File: src/rtl/core/prb_pkg.sv
// Shared types and constants for the packet resequencing buffer.
package prb_pkg;

   localparam int CAPACITY_DEF = 16;
   localparam int SEQ_W = 32;
   localparam int LEN_W = 16;
   localparam int TAG_W = 32;
   localparam int DATA_W = SEQ_W + LEN_W + TAG_W;

   typedef enum logic [1:0] {
      STATUS_DELIVERED = 2'd0,
      STATUS_FLUSHED   = 2'd1,
      STATUS_DROPPED   = 2'd2
   } status_type;

   typedef enum logic {
      KIND_ARRIVAL = 1'b0,
      KIND_FLUSH   = 1'b1
   } kind_type;

   typedef struct packed {
      logic [TAG_W-1:0] tag;
      logic [LEN_W-1:0] len;
      logic [SEQ_W-1:0] seq;
   } entry_type;

   typedef struct packed {
      logic insert;
      logic shift;
      logic rotate;
   } cell_ctrl_type;

endpackage

File: src/rtl/core/prb_cell.sv
// One slot of the sorted descriptor chain.
module prb_cell (
   input  logic                   clock,
   input  logic                   reset,
   input  prb_pkg::cell_ctrl_type ctrl,
   input  prb_pkg::entry_type     new_entry,
   input  prb_pkg::entry_type     left_entry,
   input  logic                   left_valid,
   input  logic                   left_gt,
   input  prb_pkg::entry_type     right_entry,
   input  logic                   right_valid,
   input  prb_pkg::entry_type     wrap_entry,
   output prb_pkg::entry_type     entry,
   output logic                   valid,
   output logic                   gt
);

   prb_pkg::entry_type entry_ff;
   logic               valid_ff;

   assign entry = entry_ff;
   assign valid = valid_ff;
   assign gt    = valid_ff && (entry_ff.seq > new_entry.seq);

   always_ff @(posedge clock) begin
      if (ctrl.insert) begin
         if (left_gt) begin
            entry_ff <= left_entry;
         end else if (left_valid && (gt || !valid_ff)) begin
            entry_ff <= new_entry;
         end
      end else if (ctrl.shift) begin
         entry_ff <= right_entry;
      end else if (ctrl.rotate && valid_ff) begin
         entry_ff <= right_valid ? right_entry : wrap_entry;
      end
   end

   always_ff @(posedge clock) begin
      if (reset) begin
         valid_ff <= 1'b0;
      end else if (ctrl.insert) begin
         valid_ff <= valid_ff || left_valid;
      end else if (ctrl.shift) begin
         valid_ff <= right_valid;
      end
   end

endmodule

File: src/rtl/core/packet_resequencing_buffer.sv
// Top level: sorted cell chain, delivery/flush sequencer and output word register.
// Arrival: inserted into the chain, then ST_DELIVER emits each in-order delivery;
// an arrival with nothing deliverable goes back to idle. Drop on full: one word.
// Flush: one word per held entry (chain rotates once per word).
// A stalled output word holds the sequencer and the input.
// Reset (synchronous): chain empty, expected sequence = 0, no word pending.
module packet_resequencing_buffer #(
   parameter int CAPACITY = prb_pkg::CAPACITY_DEF
) (
   input  logic                      clock,
   input  logic                      reset,
   input  logic                      req_tvalid,
   output logic                      req_tready,
   input  logic [prb_pkg::DATA_W-1:0] req_tdata,  // packet_seq, packet_length, payload_tag
   input  logic                      req_tuser,  // kind
   output logic                      rsp_tvalid,
   input  logic                      rsp_tready,
   output logic [prb_pkg::DATA_W-1:0] rsp_tdata,  // out_seq, out_length, out_tag
   output logic [1:0]                rsp_tuser,  // status
   output logic                      rsp_tlast,
   input  logic                      csr_we,
   input  logic [prb_pkg::SEQ_W-1:0] csr_wdata
);

   localparam int CW = $clog2(CAPACITY + 1);
   localparam logic [CW-1:0] CAP_CNT = CW'(CAPACITY);
   localparam logic [CW-1:0] ONE_CNT = CW'(1);

   typedef enum logic [1:0] {
      ST_IDLE,
      ST_DELIVER,
      ST_FLUSH
   } state_type;

   state_type                   state_ff;
   logic [CW-1:0]               count_ff;
   logic [CW-1:0]               rem_ff;
   logic [prb_pkg::SEQ_W-1:0]   expected_ff;
   logic [prb_pkg::SEQ_W-1:0]   expected_in;
   logic                        rsp_valid_ff;
   logic [1:0]                  rsp_status_ff;
   prb_pkg::entry_type          rsp_entry_ff;
   logic                        rsp_last_ff;

   prb_pkg::entry_type          cell_entry [CAPACITY];
   logic [CAPACITY-1:0]         cell_valid;
   logic [CAPACITY-1:0]         cell_gt;
   prb_pkg::cell_ctrl_type      ctrl;
   prb_pkg::entry_type          req_entry;

   logic out_free;
   logic req_accept;
   logic full;
   logic head_match;
   logic next_match;
   logic rsp_load;

   assign req_entry  = prb_pkg::entry_type'(req_tdata);
   assign out_free   = !rsp_valid_ff || rsp_tready;
   assign req_tready = (state_ff == ST_IDLE) && out_free;
   assign req_accept = req_tvalid && req_tready;
   assign full       = (count_ff == CAP_CNT);
   assign expected_in = expected_ff + 32'd1;
   assign head_match = cell_valid[0] && (cell_entry[0].seq == expected_ff);
   assign next_match = cell_valid[1] && (cell_entry[1].seq == expected_in);

   assign ctrl.insert = req_accept && (req_tuser == prb_pkg::KIND_ARRIVAL) && !full;
   assign ctrl.shift  = (state_ff == ST_DELIVER) && head_match && out_free;
   assign ctrl.rotate = (state_ff == ST_FLUSH) && out_free;

   // a new word enters the output register this cycle
   assign rsp_load = (req_accept && (req_tuser == prb_pkg::KIND_ARRIVAL) && full) ||
                     ctrl.shift || ctrl.rotate;

   for (genvar i = 0; i < CAPACITY; i++) begin : g_cell
      prb_pkg::entry_type l_entry;
      logic               l_valid;
      logic               l_gt;
      prb_pkg::entry_type r_entry;
      logic               r_valid;

      if (i == 0) begin : g_first
         assign l_entry = req_entry;
         assign l_valid = 1'b1;
         assign l_gt    = 1'b0;
      end else begin : g_mid
         assign l_entry = cell_entry[i-1];
         assign l_valid = cell_valid[i-1];
         assign l_gt    = cell_gt[i-1];
      end

      if (i == CAPACITY - 1) begin : g_last
         assign r_entry = cell_entry[0];
         assign r_valid = 1'b0;
      end else begin : g_inner
         assign r_entry = cell_entry[i+1];
         assign r_valid = cell_valid[i+1];
      end

      prb_cell u_cell (
         .clock       (clock),
         .reset       (reset),
         .ctrl        (ctrl),
         .new_entry   (req_entry),
         .left_entry  (l_entry),
         .left_valid  (l_valid),
         .left_gt     (l_gt),
         .right_entry (r_entry),
         .right_valid (r_valid),
         .wrap_entry  (cell_entry[0]),
         .entry       (cell_entry[i]),
         .valid       (cell_valid[i]),
         .gt          (cell_gt[i])
      );
   end

   always_ff @(posedge clock) begin
      if (reset) begin
         state_ff     <= ST_IDLE;
         count_ff     <= '0;
         rem_ff       <= '0;
         expected_ff  <= '0;
         rsp_valid_ff <= 1'b0;
      end else begin
         if (rsp_valid_ff && rsp_tready && !rsp_load) begin
            rsp_valid_ff <= 1'b0;
         end
         if (csr_we) begin
            expected_ff <= csr_wdata;
         end
         case (state_ff)
            ST_IDLE: begin
               if (req_accept) begin
                  if (req_tuser == prb_pkg::KIND_FLUSH) begin
                     if (count_ff != '0) begin
                        rem_ff   <= count_ff;
                        state_ff <= ST_FLUSH;
                     end
                  end else if (full) begin
                     rsp_valid_ff  <= 1'b1;
                     rsp_status_ff <= prb_pkg::STATUS_DROPPED;
                     rsp_entry_ff  <= req_entry;
                     rsp_last_ff   <= 1'b1;
                  end else begin
                     count_ff <= count_ff + ONE_CNT;
                     state_ff <= ST_DELIVER;
                  end
               end
            end
            ST_DELIVER: begin
               if (!head_match) begin
                  state_ff <= ST_IDLE;
               end else if (out_free) begin
                  rsp_valid_ff  <= 1'b1;
                  rsp_status_ff <= prb_pkg::STATUS_DELIVERED;
                  rsp_entry_ff  <= cell_entry[0];
                  rsp_last_ff   <= !next_match;
                  expected_ff   <= expected_in;
                  count_ff      <= count_ff - ONE_CNT;
                  if (!next_match) begin
                     state_ff <= ST_IDLE;
                  end
               end
            end
            ST_FLUSH: begin
               if (out_free) begin
                  rsp_valid_ff  <= 1'b1;
                  rsp_status_ff <= prb_pkg::STATUS_FLUSHED;
                  rsp_entry_ff  <= cell_entry[0];
                  rsp_last_ff   <= (rem_ff == ONE_CNT);
                  rem_ff        <= rem_ff - ONE_CNT;
                  if (rem_ff == ONE_CNT) begin
                     state_ff <= ST_IDLE;
                  end
               end
            end
            default: begin
               state_ff <= ST_IDLE;
            end
         endcase
      end
   end

   assign rsp_tvalid = rsp_valid_ff;
   assign rsp_tdata  = rsp_entry_ff;
   assign rsp_tuser  = rsp_status_ff;
   assign rsp_tlast  = rsp_last_ff;

   a_count_bound: assert property (@(posedge clock) disable iff (reset)
      count_ff <= CAP_CNT)
      else $error("entry count above capacity");

   a_valid_count: assert property (@(posedge clock) disable iff (reset)
      $countones(cell_valid) == 32'(count_ff))
      else $error("cell valid bits disagree with entry count");

   a_drop_last: assert property (@(posedge clock) disable iff (reset)
      rsp_valid_ff && (rsp_status_ff == prb_pkg::STATUS_DROPPED) |-> rsp_last_ff)
      else $error("drop word without last");

   a_flush_keeps_count: assert property (@(posedge clock) disable iff (reset)
      state_ff == ST_FLUSH |=> $stable(count_ff))
      else $error("flush changed entry count");

endmodule
File: config.mk
export PLATFORM = sky130hd
export DESIGN_NAME = packet_resequencing_buffer
export DESIGN_NICKNAME = d
export VERILOG_FILES = /design/src/rtl/core/prb_pkg.sv /design/src/rtl/core/prb_cell.sv /design/src/rtl/core/packet_resequencing_buffer.sv
export SDC_FILE = /design/constraint.sdc
export NUM_CORES = 2
export LEC_CHECK = 0
export BUFFER_PORTS_ARGS = -buffer_cell sky130_fd_sc_hd__buf_2
export CORE_MARGIN = 2
export CORE_UTILIZATION = 32
export DETAILED_ROUTE_END_ITERATION = 12
export GPL_ROUTABILITY_DRIVEN = 0
export PLACE_DENSITY = 0.45
export SLEW_MARGIN = 5
export SYNTH_ARGS = -nofsm -noshare
export SYNTH_HDL_FRONTEND = slang
export SYNTH_SLANG_ARGS = --single-unit
File: constraint.sdc
create_clock -name clock -period 11.6 [get_ports clock]
set_input_delay 2.32 -clock clock [delete_from_list [all_inputs] [get_ports clock]]
set_output_delay 2.32 -clock clock [all_outputs]
set_load 0.05 [all_outputs]
==> out/metrics.yaml <==
clockBufferDepth: 4
ios: 203
cp-start-kind: "input port"
synthSimpleGateAreaFrac: 0.1243
clk_pin_slew_ns: 0.06
hold_end: "rem_ff[0]$_SDFFE_PP0P_"
crit_buf_inv: 3
outcome: "finished, final reports clean"
fin_nets: 8898
vias: 76388
crit_family: "compound AO/OA/AOI/OAI gates"
crit_slowest_cell: "nand2_4"
cts-root-buf: "clkbuf_16"
antenna_found_initial: 23
reg2reg_slack_ns: 5.53
min_period_ns: 7.021
syn_to_final_growth_pct: 10.65
start_util: 0.3220
cp_cell_sequence: "buf_2, inv_1, ha_1, a21o_1, a21o_1, a21oi_1, o211ai_1, a2111oi_0, a311oi_1, nand2_4, buf_4, nand2_1, o221a_1"
die_width_um: 540.0
cts_tree: "done"
drtAntennaViolNets: 0
syn_area_um2: 91930
numCtsBuffers: 186
slew_viol_final: 0
yosys_register_bits: 1424
rsz0062_at_grt: "no"
synth_edf_count: 1363
skew_ns: 0.06900
crit_type: "input port to flop"
slowest_delay_ns: 0.87
final-setup-viol-count: 0
io_buffer_count: 202
cts_setup_buffers: 0
r2r-end: "g_cell[1].u_cell.entry[48]$_DFFE_PP_"
fin_util: 0.3563
seq_area_frac_synth: 0.4585
synth_mux_area_frac: 0.1195
routed_wl_mm: 389.7
synth_cells: 8613
synthXorXnorAreaFrac: 0.007717
holdWs_ns: 0.5381
ir_worst_vdd_mv: 0.1839
hold_path_class: "flop to flop"
final_common_cell: "edfxtp_1"
synth_top_family_by_area: "compound AO/OA/AOI/OAI gates"
worstPathMaxFanout: 44
ys.flop_type: "edfxtp_1"
clock_sinks: 1424
finalSetupTns_ns: 0
syn_area_per_cell_um2: 10.67
synth_cell_types: 81
hold_viol: 0
grt_pass1_wl_mm: 552.8
crit_arrival_ns: 7.62
vias_per_cell: 6.282
mostFrequentLayoutCells: "edfxtp_1 (1363), mux2i_1 (1042), nor3_1 (778)"
endpoint_kind: "flop"
crit_top_cell: "a21o_1"
fp-row-count: 196
r2r-start: "g_cell[0].u_cell.entry[25]$_DFFE_PP_"
yosysWarnings: 0
crit_required_ns: 12.20
synth-adder-area-share: 0.07127
r2r_cells: 11
place_area_um2: 96090
worst_slew_pin_slew_ns: 1.377
grt_usage: 0.2572
ctsResizeCount: 0
first_pass_iters: 6
synth_compound_area_frac: 0.1751
cts.htree.levels: 4
hold_buffers: 0
slew_headroom: 0.07853
final_area_um2: 101700
core_area_um2: 285500
avgRoutedWirePerCell_um: 32.05
drc: 0
drt_iter0_drc: 9112
finalPower_uw: 22910
synth_fp_nets: 9254
dp_hpwl_mm: 241.3
finalCritPeriodShare: 0.6053
die_y_um: 540.0
grt_max_degree: 189
fp.dieArea_um2: 291600
power.density_nw_per_um2: 225.2
p_leak_uw: 0.03773
grt-ovfl-total: 0
drive_above_1_share: 0.09809
fmax_ghz: 0.1424
clock_latency_ns: 0.89
min_path_cells: 2
cap_violations: 0
grt_pass1_vias: 72451
hold_start: "count_ff[0]$_SDFFE_PP0P_"
async_reset_ff_frac: 0
## cell usage after synthesis (all sizes together) (45+ instances only)
cell	n	area (um^2)
clkbuf	689	2586
a211oi	263	1974
ha	522	6531
xnor2	45	394.1
o221a	161	1813
nor3	779	3899
nand2	627	2354
nor2	225	857.1
o21ai	246	1235
edfxtp	1363	40930
mux2	49	551.8
mux2i	1042	10430
dfxtp	61	1221
a21oi	438	2200
a21o	145	1089
buf	229	1106
inv	86	322.8
nor2b	289	1808
nand3	154	783.3
nand4	114	728.2
a221oi	724	6341
## tightest hold or removal path: stages, from the launching register on
cell      delay, ns
dfxtp_1        0.34
nand2_1        0.07
a311oi_1       0.08
## power breakdown
group / switching (uW) / internal (uW) / leakage (uW)
sequential: 1280 / 7700 / 0.0130
combinational: 5460 / 2820 / 0.0219
clock: 2440 / 3200 / 0.00275
## state kept, by name, indices dropped and copies added, names as in the netlist, 2 cells and up
register	count
g_cell.u_cell.entry	1280
rsp_tdata	80
expected_ff	32
g_cell.u_cell.valid	16
count_ff	5
rem_ff	5
rsp_tuser	2
state_ff	2
## per-layer routing
metal,wire length (um),vias up,global-route usage
met4,13980,12,0.08925
met3,31350,629,0.04269
li1,-,33230,-
met2,173900,3784,0.4032
met5,79,-,0
met1,170500,38733,0.3569
## area by class of cell
class                      count  area, um^2
fill                       28205      183700
multi-input combinational   6185       46330
sequential                  1424       42150
clock buffer                 248        5075
tap                         3762        4707
timing repair buffer         374        2577
clock inverter                73       536.8
inverter                      86       322.8
antenna                        7       17.52
## metrics by stage
stage / std cells / worst slack [ns]
2_1_floorplan: 8613 / 0.1584
3_3_place_gp: 11831 / 3.562
3_5_place_dp: 11831 / 3.788
4_1_cts: 12152 / 4.715
5_1_grt: 12156 / 4.539
6_report: 12159 / 4.579
## worst max path at each step
stage	start	cells past startpoint	slack (ns)	to
after global routing	req_tdata[22]	13	4.54	g_cell[1].u_cell.entry[61]$_DFFE_PP_
after floorplan	req_tdata[28]	11	0.16	g_cell[5].u_cell.entry[0]$_DFFE_PP_
after global placement	req_tdata[28]	14	3.56	g_cell[14].u_cell.entry[40]$_DFFE_PP_
final	req_tdata[22]	13	4.58	g_cell[1].u_cell.entry[61]$_DFFE_PP_
after CTS	req_tdata[22]	13	4.72	g_cell[1].u_cell.entry[61]$_DFFE_PP_
after detailed placement	req_tdata[22]	13	3.79	g_cell[1].u_cell.entry[76]$_DFFE_PP_
## kinds of logic (layout without fill, tap and decap cells)
| logic type | count (synthesis) | after routing |
|---|---|---|
| and+or+nand+nor | 2329 | 2329 |
| AOI/OAI and AO/OA | 2161 | 2161 |
| DFF | 1424 | 1424 |
| muxes | 1091 | 1091 |
| buffers and inverters | 1004 | 781 |
| adders and majority gates | 523 | 523 |
| xor gates and xnor gates | 81 | 81 |
| other | 0 | 7 |
No activity file was read; power rests on OpenSTA's default activity.
